## config.mk

```make
export PLATFORM = sky130hd
export DESIGN_NAME = hds_stencil
export DESIGN_NICKNAME = d
export VERILOG_FILES = /design/src/sv/hds_pkg.sv /design/src/sv/hds_stencil.sv
export SDC_FILE = /design/constraint.sdc
export NUM_CORES = 2
export LEC_CHECK = 0
export BUFFER_PORTS_ARGS = -buffer_cell sky130_fd_sc_hd__buf_2
export CAP_MARGIN = 20
export CORE_MARGIN = 1.5
export CORE_UTILIZATION = 64
export CTS_CLUSTER_SIZE = 20
export DETAILED_ROUTE_END_ITERATION = 7
export PLACE_DENSITY = 0.82
export SYNTH_ARGS = -nofsm -noshare
export SYNTH_HDL_FRONTEND = slang
export SYNTH_SLANG_ARGS = --single-unit
```

## constraint.sdc

```tcl
create_clock -name clock -period 7.15 [get_ports clock]
set_clock_uncertainty 0.15 [all_clocks]
set_input_delay 0.3575 -clock clock [delete_from_list [all_inputs] [get_ports clock]]
set_output_delay 0.3575 -clock clock [all_outputs]
set_load 0.02 [all_outputs]
```

## src/sv/hds_pkg.sv

```systemverilog
package hds_pkg;

   localparam int TEMP_W     = 38;
   localparam int MAX_COLS   = 64;
   localparam int MAX_ROWS   = 128;
   localparam int COL_W      = $clog2(MAX_COLS);
   localparam int ROW_W      = $clog2(MAX_ROWS);
   localparam int COLS_CFG_W = 7;
   localparam int ROWS_CFG_W = 8;
   localparam int FACTOR_W   = 16;
   localparam int CSR_IDX_W  = 2;
   localparam int CSR_DATA_W = 16;
   localparam int MIN_DIM    = 3;

   localparam int DIFF_W = TEMP_W + 2;
   localparam int PROD_W = DIFF_W + FACTOR_W + 1;
   localparam int SUM_W  = PROD_W + 1;
   localparam int FRAC_W = 16;
   localparam int QUOT_W = SUM_W - FRAC_W;
   localparam int RES_W  = QUOT_W + 1;

   localparam int QUEUE_DEPTH = 8;
   localparam int QUEUE_AW    = $clog2(QUEUE_DEPTH);
   localparam int QUEUE_CW    = QUEUE_AW + 1;

   localparam logic [CSR_IDX_W-1:0] REG_GRID_COLS  = 2'd0;
   localparam logic [CSR_IDX_W-1:0] REG_GRID_ROWS  = 2'd1;
   localparam logic [CSR_IDX_W-1:0] REG_ROW_FACTOR = 2'd2;
   localparam logic [CSR_IDX_W-1:0] REG_COL_FACTOR = 2'd3;

   localparam logic [COLS_CFG_W-1:0] GRID_COLS_RST = 7'd64;
   localparam logic [ROWS_CFG_W-1:0] GRID_ROWS_RST = 8'd80;
   localparam logic [FACTOR_W-1:0]   FACTOR_RST    = 16'd6554;

   localparam logic [TEMP_W-1:0] TEMP_MAX = {TEMP_W{1'b1}};

   typedef struct packed {
      logic r1_vld;
      logic r1_interior;
      logic r2_vld;
      logic r2_done;
   } item_ctl_type;

   typedef struct packed {
      logic [TEMP_W-1:0] temp;
      logic              fell;
      logic              done;
   } rsp_entry_type;

endpackage

```

## src/sv/hds_stencil.sv

```systemverilog
module hds_stencil import hds_pkg::*; (
   input  logic                clock,
   input  logic                reset,
   input  logic [FACTOR_W-1:0] row_factor,
   input  logic [FACTOR_W-1:0] col_factor,
   input  logic                s1_vld,
   input  item_ctl_type        s1_ctl,
   input  logic [TEMP_W-1:0]   s1_temp,
   input  logic [TEMP_W-1:0]   s1_top,
   input  logic [TEMP_W-1:0]   s1_mid,
   output logic                push_a_vld,
   output rsp_entry_type       push_a,
   output logic                push_b_vld,
   output rsp_entry_type       push_b
);

   // window: north, centre, south of previous column, centre two columns back
   logic [TEMP_W-1:0] win_n_ff, win_c_ff, win_s_ff, win_w_ff;

   logic                     s2_vld_ff, s3_vld_ff, s4_vld_ff;
   item_ctl_type             s2_ctl_ff, s3_ctl_ff, s4_ctl_ff;
   logic signed [DIFF_W-1:0] s2_dr_ff, s2_dc_ff;
   logic [TEMP_W-1:0]        s2_centre_ff, s3_centre_ff, s4_centre_ff;
   logic [TEMP_W-1:0]        s2_mid_ff, s3_mid_ff, s4_mid_ff;
   logic signed [PROD_W-1:0] s3_prow_ff, s3_pcol_ff;
   logic signed [QUOT_W-1:0] s4_quot_ff;

   logic signed [DIFF_W-1:0] dr_in, dc_in;
   logic signed [PROD_W-1:0] prow_in, pcol_in;
   logic signed [SUM_W-1:0]  sum;
   logic signed [RES_W-1:0]  res;
   logic [TEMP_W-1:0]        new_temp;
   logic                     fell;

   assign dr_in = signed'({2'b00, win_n_ff} + {2'b00, win_s_ff} - {1'b0, win_c_ff, 1'b0});
   assign dc_in = signed'({2'b00, win_w_ff} + {2'b00, s1_mid} - {1'b0, win_c_ff, 1'b0});

   assign prow_in = signed'({1'b0, row_factor}) * s2_dr_ff;
   assign pcol_in = signed'({1'b0, col_factor}) * s2_dc_ff;

   assign sum = SUM_W'(s3_prow_ff) + SUM_W'(s3_pcol_ff)
              + signed'(SUM_W'(1 << (FRAC_W - 1)));

   always_comb begin
      res = signed'({{(RES_W-TEMP_W){1'b0}}, s4_centre_ff}) + RES_W'(s4_quot_ff);
      if (res < 0) begin
         new_temp = '0;
      end else if (res > signed'({{(RES_W-TEMP_W){1'b0}}, TEMP_MAX})) begin
         new_temp = TEMP_MAX;
      end else begin
         new_temp = res[TEMP_W-1:0];
      end
      fell = new_temp < s4_centre_ff;
   end

   always_ff @(posedge clock) begin
      if (reset) begin
         s2_vld_ff <= 1'b0;
         s3_vld_ff <= 1'b0;
         s4_vld_ff <= 1'b0;
      end else begin
         s2_vld_ff <= s1_vld;
         s3_vld_ff <= s2_vld_ff;
         s4_vld_ff <= s3_vld_ff;
      end
   end

   always_ff @(posedge clock) begin
      if (s1_vld) begin
         win_n_ff <= s1_top;
         win_c_ff <= s1_mid;
         win_s_ff <= s1_temp;
         win_w_ff <= win_c_ff;
      end
      s2_ctl_ff    <= s1_ctl;
      s2_dr_ff     <= dr_in;
      s2_dc_ff     <= dc_in;
      s2_centre_ff <= win_c_ff;
      s2_mid_ff    <= s1_mid;

      s3_ctl_ff    <= s2_ctl_ff;
      s3_prow_ff   <= prow_in;
      s3_pcol_ff   <= pcol_in;
      s3_centre_ff <= s2_centre_ff;
      s3_mid_ff    <= s2_mid_ff;

      s4_ctl_ff    <= s3_ctl_ff;
      s4_quot_ff   <= sum[SUM_W-1:FRAC_W];
      s4_centre_ff <= s3_centre_ff;
      s4_mid_ff    <= s3_mid_ff;
   end

   always_comb begin
      push_a_vld  = s4_vld_ff && s4_ctl_ff.r1_vld;
      push_a.temp = s4_ctl_ff.r1_interior ? new_temp : s4_centre_ff;
      push_a.fell = s4_ctl_ff.r1_interior && fell;
      push_a.done = 1'b0;
      push_b_vld  = s4_vld_ff && s4_ctl_ff.r2_vld;
      push_b.temp = s4_mid_ff;
      push_b.fell = 1'b0;
      push_b.done = s4_ctl_ff.r2_done;
   end

endmodule

```

Yosys cells after proc, flatten, opt, wreduce, memory -nomap -nowiden. Cells that the tools add are included. W data, S select, Z words.

Muxes and demuxes: 3. $mul: 2. $add $sub $neg: 7. Reduce and logical (&&, ||, !) cells: 3. Order comparisons: 3.

Operator list (number): $mul A17 B40 Y57 (2); $mux W38 (3); $sub A39 B39 Y40 (2); $add A38 B38 Y39 (2); $add A57 B57 Y58 (1); $add A58 B17 Y58 const B (1); $add A39 B42 Y43 (1); $gt A43 B39 Y1 const B (1); $lt A43 B1 Y1 const B (1); $lt A38 B38 Y1 (1); $logic_and A1 B1 Y1 (3).

Input port bits: 153. Output and inout port bits: 82. Word-level logic and storage cells: 48. Register bits: 631.

Depth between registers and ports, before layout.
Depth after elaboration: 6. Depth in mapped cells: 26. Depth with buffers taken out: 24.

Worst setup path before layout. Ideal clock, no wire load.

Path kind: reg2reg. From: register s2_dr_ff[12]. To: register s3_prow_ff[53]. Data arrival time: 6.368 ns. Data required time: 6.928 ns. Buffers on the path: 1. Library setup time: 0.072 ns. Stages on the path, launching flop included: 25. Period minus slack after synthesis: 6.590 ns. Slack: 0.560 ns. Cells stage by stage: dfxtp_1 clkbuf_1 nand2_1 fa_1 inv_1 fa_1 inv_1 fa_1 inv_1 fa_1 inv_1 fa_1 inv_1 fa_1 ha_1 a21oi_1 o21ai_0 a211o_1 a21oi_1 o211ai_1 o311ai_0 a21oi_1 or4_1 a21oi_1 xnor2_1.

Word-level cells in the longest chain between the ends: 1.

RTL lines: start, declared (RTL line hds_stencil.sv:22) `logic signed [DIFF_W-1:0] s2_dr_ff, s2_dc_ff;`; start signal, assigned (RTL line hds_stencil.sv:76) `s2_dr_ff <= dr_in;`; $mul A17 B40 Y57 (RTL line hds_stencil.sv:38) `assign prow_in = signed'({1'b0, row_factor}) * s2_dr_ff;`; net prow_in[53] (RTL line hds_stencil.sv:29) `logic signed [PROD_W-1:0] prow_in, pcol_in;`; end signal, assigned (RTL line hds_stencil.sv:82) `s3_prow_ff <= prow_in;`; end, declared (RTL line hds_stencil.sv:25) `logic signed [PROD_W-1:0] s3_prow_ff, s3_pcol_ff;`.

The timed path passes the listed nets, and every way through them passes these cells. A chain may end at the register's enable or synchronous reset.

==> flow_summary.yaml <==
final_layout:
  fin_nets: 9761
  drive_gt1_share_pct: 8.63
  syn_to_final_growth_pct: 10.9
  final_common_cell: "inv_1"
  postLayoutCellArea_sq_um: 78200
  layout_common_cells: "inv_1, fa_1, nand2_1, ha_1, and2_1"
routing:
  drc_errors: 0
  ant_nets: 0
  via_per_inst: 5.70
  firstDrtPassIters: 8
  drtIter0Drc: 3739
  wl_um: 184000
  post_drt_wl_per_cell_um: 19.8
  num_vias: 52861
yosys:
  synthFlopType: "dfxtp_1"
  synth-seq-cells: 631
  yosysWarnings: 0
  synth_cells: 7395
  syn_area_sq_um: 70500
  avgSynthCellArea_sq_um: 9.53
  synth_edf_count: 152
  synth-seq-area-share_pct: 20.1
  async_reset_ff_share_pct: 0
  ys_types: 80
timing:
  finalSetupViolCount: 0
  timing.final.ws_setup_ns: 0.0812
  holdWs_ns: 0.0913
  hold_viol_final: 0
  max_freq_mhz: 141
  worstMarginPinSlew_ns: 1.22
  post-route-period-util_pct: 98.9
  drv_slew: 0
  slew_headroom_pct: 17.9
  fin_crit_ns: 7.07
grt:
  grtUsageTotal_pct: 33.8
  grt_pass1_wl_um: 294000
  grt_pass1_vias: 56494
  grt_max_degree: 77
  antenna_found_initial: 6
  grt_overflow: 0
floorplanning:
  core_region_area_sq_um: 109000
  rows: 121
  die_w_um: 335
  die_h_um: 335
  ios: 235
  fp.dieArea_sq_um: 112000
  initial_utilization_pct: 64.7
setup_path:
  worstSetupStartpointType: "register"
  worstSetupPathType: "reg -> out"
  cp.required_ns: 6.64
  startpoint: "s4_centre_ff[5]"
  regToRegStartpoint: "s2_dc_ff[11]"
  path_max_fanout: 14
  arrival_ns: 6.56
  crit_path_end_kind: "output port"
clock_tree:
  clock-sinks: 631
  numCtsBuffers: 70
  htree_levels: 3
  cts.path.max_buffers: 3
  clock-root-buffer: "clkbuf_16"
  clk_latency_ns: 0.66
  clkTransAtPathRegs_ns: 0.07
  tritoncts: "done"
min_path:
  hp-start: "s1_vld"
  hold_path.class: "in -> reg"
place:
  dpl.hpwl_um: 144000
  pre_cts_slack_ns: 0.00331
  gp_routability_congestion: 0.969
  port_buffers: 232
  place_area_sq_um: 74200
job:
  cap_violations: 0
run_status:
  outcome: "finished clean"
==> worst paths after layout <==
path / slack [ns] / cells past startpoint / to
setup reg to reg: 0.17 / 20 / s3_pcol_ff[46]
setup / recovery: 0.08 / 23 / push_a[1]
hold reg to reg: 0.16 / 0 / s4_centre_ff[26]
hold / removal: 0.09 / 1 / win_w_ff[35]
==> flip-flops by register name (all words and copies together), names as in the netlist, 3 cells and up <==
| register | cells |
|---|---|
| s4_ctl_ff | 3 |
| s4_mid_ff | 38 |
| win_s_ff | 38 |
| s2_mid_ff | 38 |
| win_c_ff | 38 |
| s3_prow_ff | 57 |
| s3_ctl_ff | 4 |
| s4_quot_ff | 42 |
| s4_centre_ff | 38 |
| s3_centre_ff | 38 |
| s2_centre_ff | 38 |
| s3_pcol_ff | 57 |
| s3_mid_ff | 38 |
| s2_dc_ff | 40 |
| s2_dr_ff | 40 |
| win_w_ff | 38 |
| s2_ctl_ff | 4 |
| win_n_ff | 38 |
==> cell usage after synthesis, types with 7 or more instances <==
master	count	area share (%)
a2111oi_0	8	0.099
a211o_1	19	0.24
a211oi_1	33	0.35
a21boi_0	13	0.14
a21o_1	126	1.3
a21oi_1	281	2.0
a311oi_1	41	0.51
a31o_2	8	0.099
a31oi_1	29	0.26
and2_1	490	4.3
and3_1	38	0.34
and4_1	8	0.099
clkbuf_1	251	1.3
dfxtp_1	479	14
edfxtp_1	152	6.5
fa_1	1277	36
ha_1	530	9.4
inv_1	1699	9.0
nand2_1	928	4.9
nand2b_1	35	0.31
nand3_1	53	0.38
nand4_1	31	0.28
nor2_1	185	0.99
nor2b_1	29	0.26
nor3_1	43	0.31
nor4_1	7	0.062
o211ai_1	21	0.22
o21a_1	37	0.39
o21ai_0	133	0.94
o21bai_1	30	0.32
o311ai_0	7	0.087
o31a_1	8	0.099
o31ai_1	13	0.14
or2_2	9	0.080
or3_1	8	0.071
xnor2_1	168	2.1
xor2_1	70	0.87
==> repair_timing <==
item / in CTS / in global routing
endpoints found under the hold margin: 160 / 0
pin swaps: 3 / 19
setup endpoints to repair: 1 / 27
resized for setup: 10 / 60
hold buffers: 119 / 0
gates cloned: 2 / 3
buffers inserted: 4 / 16
==> per-stage QoR <==
step / setup TNS [ns] / cells / utilization [%]
after detailed placement: 0 / 8999 / 68.0
after global placement: 0 / 8999 / 68.0
final: 0 / 9276 / 71.7
after CTS: 0 / 9253 / 71.4
after floorplan: 0 / 7396 / -
after global routing: -0.0995 / 9275 / 71.7
==> cell type report <==
type                    instances  area [sq um]
multi-input cells            4802         49100
fillers                      7765         30800
flip-flops and latches        631         14200
inverters                    1699          6380
repair buffers                597          4360
clock buffers                  87          1890
well taps                    1414          1770
clock inverters                42           459
diodes                          4          10.0
==> per-layer routing <==
metal  part of all wire, %  GRT usage [%]  vias up
met2                    49           57.6     2264
met3                   6.6           4.12      618
met5                0.0098              0        -
met1                    37           41.1    26580
met4                   6.9           20.3        2
li1                      -              -    23397
==> kinds of logic after synthesis <==
family / after synthesis / synth area share (%)
xor gates and xnor gates: 238 / 2.96
buffers and inverters: 1965 / 10.5
AOI/OAI and AO/OA: 865 / 8.02
muxes: 4 / 0.0568
DFF: 631 / 20.1
and+or+nand+nor: 1884 / 12.7
adders and majority gates: 1807 / 45.7
other: 1 / 0.00532
==> worst max-delay path, stage by stage, from the launching register on <==
cell and delay, ns:
dfxtp_1 0.46, ha_1 0.31, o21ai_0 0.38, a21oi_2 0.13
o311ai_4 0.36, nand3_2 0.18, o31a_1 0.39, a221o_2 0.48
or3b_4 0.44, o211ai_4 0.24, buf_12 0.21, buf_4 0.19
a21oi_1 0.09, ha_1 0.31, a21o_1 0.16, a21o_1 0.16
a21oi_1 0.17, o21ai_0 0.10, a21oi_1 0.13, o211ai_1 0.18
buf_4 0.19, nor4b_2 0.29, a211o_4 0.22, buf_6 0.12
Power is left out: the tool's default activity adds up to more than one toggle a clock period on the data nets, which glitch-free logic cannot reach.
