File: src/sv/hds_pkg.sv
package hds_pkg;

   localparam int TEMP_W     = 38;
   localparam int MAX_COLS   = 64;
   localparam int MAX_ROWS   = 128;
   localparam int COL_W      = $clog2(MAX_COLS);
   localparam int ROW_W      = $clog2(MAX_ROWS);
   localparam int COLS_CFG_W = 7;
   localparam int ROWS_CFG_W = 8;
   localparam int FACTOR_W   = 16;
   localparam int CSR_IDX_W  = 2;
   localparam int CSR_DATA_W = 16;
   localparam int MIN_DIM    = 3;

   localparam int DIFF_W = TEMP_W + 2;
   localparam int PROD_W = DIFF_W + FACTOR_W + 1;
   localparam int SUM_W  = PROD_W + 1;
   localparam int FRAC_W = 16;
   localparam int QUOT_W = SUM_W - FRAC_W;
   localparam int RES_W  = QUOT_W + 1;

   localparam int QUEUE_DEPTH = 8;
   localparam int QUEUE_AW    = $clog2(QUEUE_DEPTH);
   localparam int QUEUE_CW    = QUEUE_AW + 1;

   localparam logic [CSR_IDX_W-1:0] REG_GRID_COLS  = 2'd0;
   localparam logic [CSR_IDX_W-1:0] REG_GRID_ROWS  = 2'd1;
   localparam logic [CSR_IDX_W-1:0] REG_ROW_FACTOR = 2'd2;
   localparam logic [CSR_IDX_W-1:0] REG_COL_FACTOR = 2'd3;

   localparam logic [COLS_CFG_W-1:0] GRID_COLS_RST = 7'd64;
   localparam logic [ROWS_CFG_W-1:0] GRID_ROWS_RST = 8'd80;
   localparam logic [FACTOR_W-1:0]   FACTOR_RST    = 16'd6554;

   localparam logic [TEMP_W-1:0] TEMP_MAX = {TEMP_W{1'b1}};

   typedef struct packed {
      logic r1_vld;
      logic r1_interior;
      logic r2_vld;
      logic r2_done;
   } item_ctl_type;

   typedef struct packed {
      logic [TEMP_W-1:0] temp;
      logic              fell;
      logic              done;
   } rsp_entry_type;

endpackage

File: src/sv/hds_if.sv


interface hds_rsp_if import hds_pkg::*; ();
   logic              valid;
   logic              ready;
   logic [TEMP_W-1:0] next_temp;
   logic              cell_fell;
   logic              any_fell;
   logic              pass_done;

   modport source (output valid, output next_temp, output cell_fell, output any_fell,
                   output pass_done, input ready);
   modport sink (input valid, input next_temp, input cell_fell, input any_fell,
                 input pass_done, output ready);
endinterface

File: src/sv/hds_rsp_queue.sv
module hds_rsp_queue import hds_pkg::*; (
   input  logic            clock,
   input  logic            reset,
   input  logic            push_a_vld,
   input  rsp_entry_type   push_a,
   input  logic            push_b_vld,
   input  rsp_entry_type   push_b,
   hds_rsp_if.source       rsp_chan
);

   rsp_entry_type         entry_ff [QUEUE_DEPTH];
   logic [QUEUE_AW-1:0]   head_ff, head_in;
   logic [QUEUE_AW-1:0]   tail_ff, tail_in;
   logic [QUEUE_CW-1:0]   count_ff, count_in;
   logic                  fell_seen_ff, fell_seen_in;
   logic [QUEUE_AW-1:0]   tail_b;
   logic                  pop;
   rsp_entry_type         head_entry;

   assign head_entry = entry_ff[head_ff];
   assign pop        = rsp_chan.valid && rsp_chan.ready;
   assign tail_b     = tail_ff + QUEUE_AW'(push_a_vld);

   assign rsp_chan.valid     = count_ff != '0;
   assign rsp_chan.next_temp = head_entry.temp;
   assign rsp_chan.cell_fell = head_entry.fell;
   assign rsp_chan.any_fell  = fell_seen_ff || head_entry.fell;
   assign rsp_chan.pass_done = head_entry.done;

   always_comb begin
      head_in      = head_ff + QUEUE_AW'(pop);
      tail_in      = tail_b + QUEUE_AW'(push_b_vld);
      count_in     = count_ff + QUEUE_CW'(push_a_vld) + QUEUE_CW'(push_b_vld)
                   - QUEUE_CW'(pop);
      fell_seen_in = fell_seen_ff;
      if (pop) begin
         fell_seen_in = head_entry.done ? 1'b0 : (fell_seen_ff || head_entry.fell);
      end
   end

   always_ff @(posedge clock) begin
      if (reset) begin
         head_ff      <= '0;
         tail_ff      <= '0;
         count_ff     <= '0;
         fell_seen_ff <= 1'b0;
      end else begin
         head_ff      <= head_in;
         tail_ff      <= tail_in;
         count_ff     <= count_in;
         fell_seen_ff <= fell_seen_in;
      end
   end

   always_ff @(posedge clock) begin
      if (push_a_vld) begin
         entry_ff[tail_ff] <= push_a;
      end
      if (push_b_vld) begin
         entry_ff[tail_b] <= push_b;
      end
   end

endmodule

File: src/flat_wrapper.sv
// flat-port wrapper written by rule: the top's interface ports become plain ports
module hds_rsp_queue_flat import hds_pkg::*;
  (clock, reset, push_a_vld, push_a, push_b_vld, push_b, rsp_chan_valid, rsp_chan_next_temp, rsp_chan_cell_fell, rsp_chan_any_fell, rsp_chan_pass_done, rsp_chan_ready);
  hds_rsp_if rsp_chan_i ();
  input  logic clock;
  input  logic reset;
  input  logic push_a_vld;
  input  rsp_entry_type push_a;
  input  logic push_b_vld;
  input  rsp_entry_type push_b;
  output wire logic [$bits(rsp_chan_i.valid)-1:0] rsp_chan_valid;
  output wire logic [$bits(rsp_chan_i.next_temp)-1:0] rsp_chan_next_temp;
  output wire logic [$bits(rsp_chan_i.cell_fell)-1:0] rsp_chan_cell_fell;
  output wire logic [$bits(rsp_chan_i.any_fell)-1:0] rsp_chan_any_fell;
  output wire logic [$bits(rsp_chan_i.pass_done)-1:0] rsp_chan_pass_done;
  input wire logic [$bits(rsp_chan_i.ready)-1:0] rsp_chan_ready;
  assign rsp_chan_valid = rsp_chan_i.valid;
  assign rsp_chan_next_temp = rsp_chan_i.next_temp;
  assign rsp_chan_cell_fell = rsp_chan_i.cell_fell;
  assign rsp_chan_any_fell = rsp_chan_i.any_fell;
  assign rsp_chan_pass_done = rsp_chan_i.pass_done;
  assign rsp_chan_i.ready = rsp_chan_ready;
  hds_rsp_queue u_core (.clock(clock), .reset(reset), .push_a_vld(push_a_vld), .push_a(push_a), .push_b_vld(push_b_vld), .push_b(push_b), .rsp_chan(rsp_chan_i));
endmodule
File: config.mk
export PLATFORM = sky130hd
export DESIGN_NAME = hds_rsp_queue_flat
export DESIGN_NICKNAME = d
export VERILOG_FILES = /design/src/sv/hds_pkg.sv /design/src/sv/hds_if.sv /design/src/sv/hds_rsp_queue.sv /design/src/flat_wrapper.sv
export SDC_FILE = /design/constraint.sdc
export NUM_CORES = 1
export LEC_CHECK = 0
export BUFFER_PORTS_ARGS = -buffer_cell sky130_fd_sc_hd__buf_4
export CAP_MARGIN = 30
export CORE_MARGIN = 4
export CORE_UTILIZATION = 60
export DETAILED_ROUTE_END_ITERATION = 7
export MAX_ROUTING_LAYER = met4
export PLACE_DENSITY = 0.77
export SYNTH_ARGS = -nofsm -noshare
export SYNTH_HDL_FRONTEND = slang
export SYNTH_SLANG_ARGS = --single-unit
File: constraint.sdc
create_clock -name clock -period 5.68 [get_ports clock]
set_input_delay 0.284 -clock clock [delete_from_list [all_inputs] [get_ports clock]]
set_output_delay 0.284 -clock clock [all_outputs]
set_load 0.01 [all_outputs]
# Yosys cells after proc, flatten, opt, wreduce, memory -nomap -nowiden
# Memory sizes are Yosys's and may differ from the RTL's. A register that Yosys moved wholly into a read port is not among the register bits.
# Cells that the tools add are included.
[word_totals] ff_bits=11 mem_bits_rw=320 in_bits=85 output_inout_bits=42 wordCells=20 n_memories=1
[op_classes] n_addsub=6 n_mux=6 reduce_logical=3
[mem_list] memory="u_core.entry_ff" words=8 width=40 read_ports=1 rd_ports_with_merged_regs=1 wr=2 line_no="hds_rsp_queue.sv:11" text="rsp_entry_type entry_ff [QUEUE_DEPTH];"
[op_table] operator="$add 3x1->3" n=3
[op_table] operator="$add 4x1->4" n=2
[op_table] operator="$mux 1" n=5
[op_table] operator="$reduce_bool 4->1" n=1
[op_table] operator="$sub 4x1->4" n=1
[op_table] operator="$mux 3" n=1
[op_table] operator="$logic_and 1x1->1" n=1
[op_table] operator="$logic_or 1x1->1" n=1

# Depth between registers and ports, before layout
[depth] depth_word=4 mapped_depth=11

# Worst setup path before layout
# Ideal clock, no wire load.
[synth_path] path_type="reg-to-reg" startpoint="register u_core.tail_ff[2]" endpoint="memory u_core.entry_ff[0][0] (netlist bit) (enable)" setup_ns=0.498 arrival_time_ns=3.527 required_ns=5.182 path_slack_ns=1.655 path_stages_with_launch=3 n_path_buf=0 period_less_slack_ns=4.025 cell_sequence="dfxtp_1 nand2b_1 o31ai_1"
[synth_rtl] element="start, declared" line_no="hds_rsp_queue.sv:13" text="logic [QUEUE_AW-1:0] tail_ff, tail_in;"
[synth_rtl] element="start signal, assigned" line_no="hds_rsp_queue.sv:49" text="tail_ff <= tail_in;"
[synth_rtl] element="end, declared" line_no="hds_rsp_queue.sv:11"

==> impl_metrics.sql <==
INSERT INTO impl_metrics (metric_group, metric, value, unit) VALUES
('floorplanning', 'fp-row-count', '60', ''),
('yosys', 'yosys_warnings', '0', ''),
('worst_setup_path', 'critical_path_required', '5.82', 'ns'),
('yosys', 'muxShareOfSynthArea', '0.3557', ''),
('cts', 'cts_resized', '0', ''),
('power', 'vdd_drop_max', '254.5', 'uV'),
('global_route', 'grt_max_degree', '52', ''),
('yosys', 'yosys_most_used_dff', 'sky130_fd_sc_hd__edfxtp_1', ''),
('finish', 'layout-drive-gt1-share', '0.6063', ''),
('power', 'pwr_density_cell', '392.9', 'nW/um^2'),
('cts', 'htree_num_levels', '2', ''),
('yosys', 'post_synth.cell_area_avg', '18.35', 'um^2'),
('cts', 'cts_inserted_buffers', '36', ''),
('cts', 'cts-hold-fix-buffers', '0', ''),
('cts', 'cts_setup_buffers', '0', ''),
('yosys', 'synthDistinctLibCells', '32', ''),
('routing', 'wire_per_inst', '26.01', 'um'),
('floorplanning', 'dieWidth', '173.6', 'um'),
('sta', 'relSlewSlack', '0.3091', ''),
('floorplanning', 'chipHeight', '173.6', 'um'),
('cts', 'tritoncts_clock_tree', 'done', ''),
('sta', 'layout_setup_ws', '2.165', 'ns'),
('run_status', 'run_status', 'finished, final reports clean', ''),
('yosys', 'synth_nets', '994', ''),
('sta', 'finalWorstPathRequiredPeriod', '3.515', 'ns'),
('global_route', 'global_route_wire_length_before_repair', '56840', 'um'),
('routing', 'routed_wl', '36300', 'um'),
('routing', 'drt.antenna.violating_nets', '0', ''),
('yosys', 'synthesized_area_fraction_occupied_by_and_or_nand_nor_cells', '0.01018', ''),
('yosys', 'synthCells', '897', ''),
('finish', 'finish.instance_area', '19020', 'um^2'),
('sta', 'finalSetupViolCount', '0', ''),
('finish', 'layout_commonest_cell', 'sky130_fd_sc_hd__mux2_2', ''),
('yosys', 'synth_top_family_by_area', 'multiplexers', ''),
('finish', 'fill_cells', '1758', ''),
('sta', 'drv_slew', '0', ''),
('finish', 'final-instance-count-excl-fill', '1396', ''),
('worst_setup_path', 'criticalPathCategory', 'reg2reg', ''),
('global_route', 'grt_usage', '0.2513', ''),
('worst_setup_path', 'cp_max_fo', '41', ''),
('sta', 'maxClockFrequency', '284.5', 'MHz'),
('worst_setup_path', 'setup.worst_path.end_class', 'register', ''),
('global_route', 'antenna_found_initial', '1', ''),
('power', 'finalPower', '7.472', 'mW'),
('sta', 'report.final.hold_viol_count', '0', ''),
('worst_hold_path', 'hold_path_class', 'in2reg', ''),
('floorplanning', 'start_util', '0.6108', ''),
('sta', 'fin_skew', '0.01290', 'ns'),
('routing', 'detailroute.via_count', '8784', ''),
('sta', 'fin_crit_sh', '0.6189', ''),
('floorplanning', 'core_region_area', '26950', 'um^2'),
('sta', 'accumulated_negative_setup_slack', '0', 'ns'),
('routing', 'iteration_count_of_the_initial_detailed_routing_pass', '4', ''),
('yosys', 'synth-async-reset-ratio', '0', ''),
('yosys', 'sequential_cell_area_fraction_in_the_yosys_report', '0.5971', ''),
('cts', 'worstSkewPairLatency', '0.50', 'ns'),
('yosys', 'adder_and_majority_gate_portion_of_the_synthesized_area', '0.01003', ''),
('cts', 'cts_max_path_buffers', '3', ''),
('placed_design', 'hpwlAfterDp', '20970', 'um'),
('worst_setup_path', 'crit_path_start_kind', 'register', ''),
('placed_design', 'globalplace.congestion', '0.7555', ''),
('yosys', 'synth-edff-count', '320', ''),
('routing', 'post-route-drc-count', '0', ''),
('floorplanning', 'fp.dieArea', '30150', 'um^2'),
('global_route', 'grt_pass1_vias', '9479', ''),
('placed_design', 'place.detailed.instances', '1331', ''),
('yosys', 'synth_compound_gate_area_share', '0.005396', ''),
('yosys', 'synth_seq_cells', '331', ''),
('worst_setup_path', 'critical_path_arrival', '3.66', 'ns'),
('yosys', 'synthesized_cell_area', '16460', 'um^2'),
('finish', 'layout_common_cells', 'sky130_fd_sc_hd__mux2_2 (345), sky130_fd_sc_hd__edfxtp_1 (320), sky130_fd_sc_hd__buf_4 (147)', '');
sequential cells by signal (all words and copies together) (netlist names):
signal / flops
u_core.entry_ff: 320
u_core.count_ff: 4
u_core.head_ff: 3
u_core.tail_ff: 3
u_core.fell_seen_ff: 1
stage by stage:
stage                     hold WS [ns]  utilization
after CTS                      0.02617       0.7046
after floorplan                 0.3556            -
after global placement          0.5341       0.6626
final                          0.04116       0.7057
after global routing           0.04122       0.7057
after detailed placement        0.5342       0.6644
synthesized netlist by cell type, types with 2 or more instances:
master | number | area (um^2)
sky130_fd_sc_hd__mux2_2 | 345 | 3885
sky130_fd_sc_hd__edfxtp_1 | 320 | 9609
sky130_fd_sc_hd__mux4_2 | 80 | 1802
sky130_fd_sc_hd__buf_2 | 33 | 165.2
sky130_fd_sc_hd__mux2_1 | 15 | 168.9
sky130_fd_sc_hd__clkbuf_1 | 11 | 41.29
sky130_fd_sc_hd__dfxtp_1 | 11 | 220.2
sky130_fd_sc_hd__ha_1 | 10 | 125.1
sky130_fd_sc_hd__nor2_1 | 10 | 37.54
sky130_fd_sc_hd__buf_4 | 9 | 67.56
sky130_fd_sc_hd__inv_1 | 7 | 26.28
sky130_fd_sc_hd__nand2_1 | 7 | 26.28
sky130_fd_sc_hd__nor2b_1 | 5 | 31.28
sky130_fd_sc_hd__o21bai_1 | 4 | 30.03
sky130_fd_sc_hd__buf_1 | 3 | 11.26
sky130_fd_sc_hd__nand2b_1 | 3 | 18.77
sky130_fd_sc_hd__xnor2_1 | 3 | 26.28
sky130_fd_sc_hd__fa_1 | 2 | 40.04
sky130_fd_sc_hd__nor3_1 | 2 | 10.01
sky130_fd_sc_hd__nor3_2 | 2 | 20.02
sky130_fd_sc_hd__o22ai_1 | 2 | 12.51
sky130_fd_sc_hd__o31ai_1 | 2 | 15.01
sky130_fd_sc_hd__xor2_1 | 2 | 17.52
cells by family (layout without fill, tap and decap cells):
logic type / after synthesis / count (layout)
buffers and inverters: 63 / 220
AND/OR/NAND/NOR: 33 / 33
other: 0 / 1
XOR/XNOR: 5 / 5
multiplexers: 440 / 440
adder cells (fa/ha/maj): 12 / 12
AO/OA/AOI/OAI: 13 / 13
flip-flops: 331 / 331
final timing paths:
kind	slack (ns)	cells after the start	end	startpoint
setup / recovery	2.16	8	u_core.entry_ff[6][19]	u_core.tail_ff[0]
hold / removal	0.04	2	u_core.count_ff[1]	reset
setup reg to reg	2.16	8	u_core.entry_ff[6][19]	u_core.tail_ff[0]
hold reg to reg	0.54	2	u_core.fell_seen_ff	u_core.fell_seen_ff
power breakdown:
part	internal, mW	switching (mW)	leakage (nW)
sequential	3.06	0.107	3.03
clock	1.27	0.902	0.530
combinational	1.12	1.02	2.77
total	5.45	2.03	6.33
routing by layer:
layer / wire length [um] / GRT usage / part of all wire / vias up
met5: 0 / - / 0 / -
met4: 517 / 0.05015 / 0.014 / 0
met3: 1911 / 0.03708 / 0.053 / 43
met2: 18600 / 0.4234 / 0.51 / 257
met1: 15280 / 0.3327 / 0.42 / 4550
li1: - / - / - / 3934
layout make-up:
class / instances / area (um^2) / area share
sequential: 331 / 9838 / 0.5173
multi-input combinational: 503 / 6464 / 0.3398
timing repair buffer: 150 / 1179 / 0.06197
clock buffer: 48 / 997.2 / 0.05243
tap: 341 / 426.7 / 0.02243
clock inverter: 15 / 86.33 / 0.004539
inverter: 7 / 26.28 / 0.001381
antenna: 1 / 2.502 / 0.0001316
critical path, stage by stage (launching register included):
cell,delay (ns)
sky130_fd_sc_hd__dfxtp_1,0.49
sky130_fd_sc_hd__ha_1,0.21
sky130_fd_sc_hd__ha_1,0.19
sky130_fd_sc_hd__xor2_1,0.35
sky130_fd_sc_hd__nand2_1,0.28
sky130_fd_sc_hd__nor3_4,0.16
sky130_fd_sc_hd__buf_4,0.55
sky130_fd_sc_hd__o21bai_4,0.41
sky130_fd_sc_hd__buf_4,0.49
(Power assumes the default switching activity.)
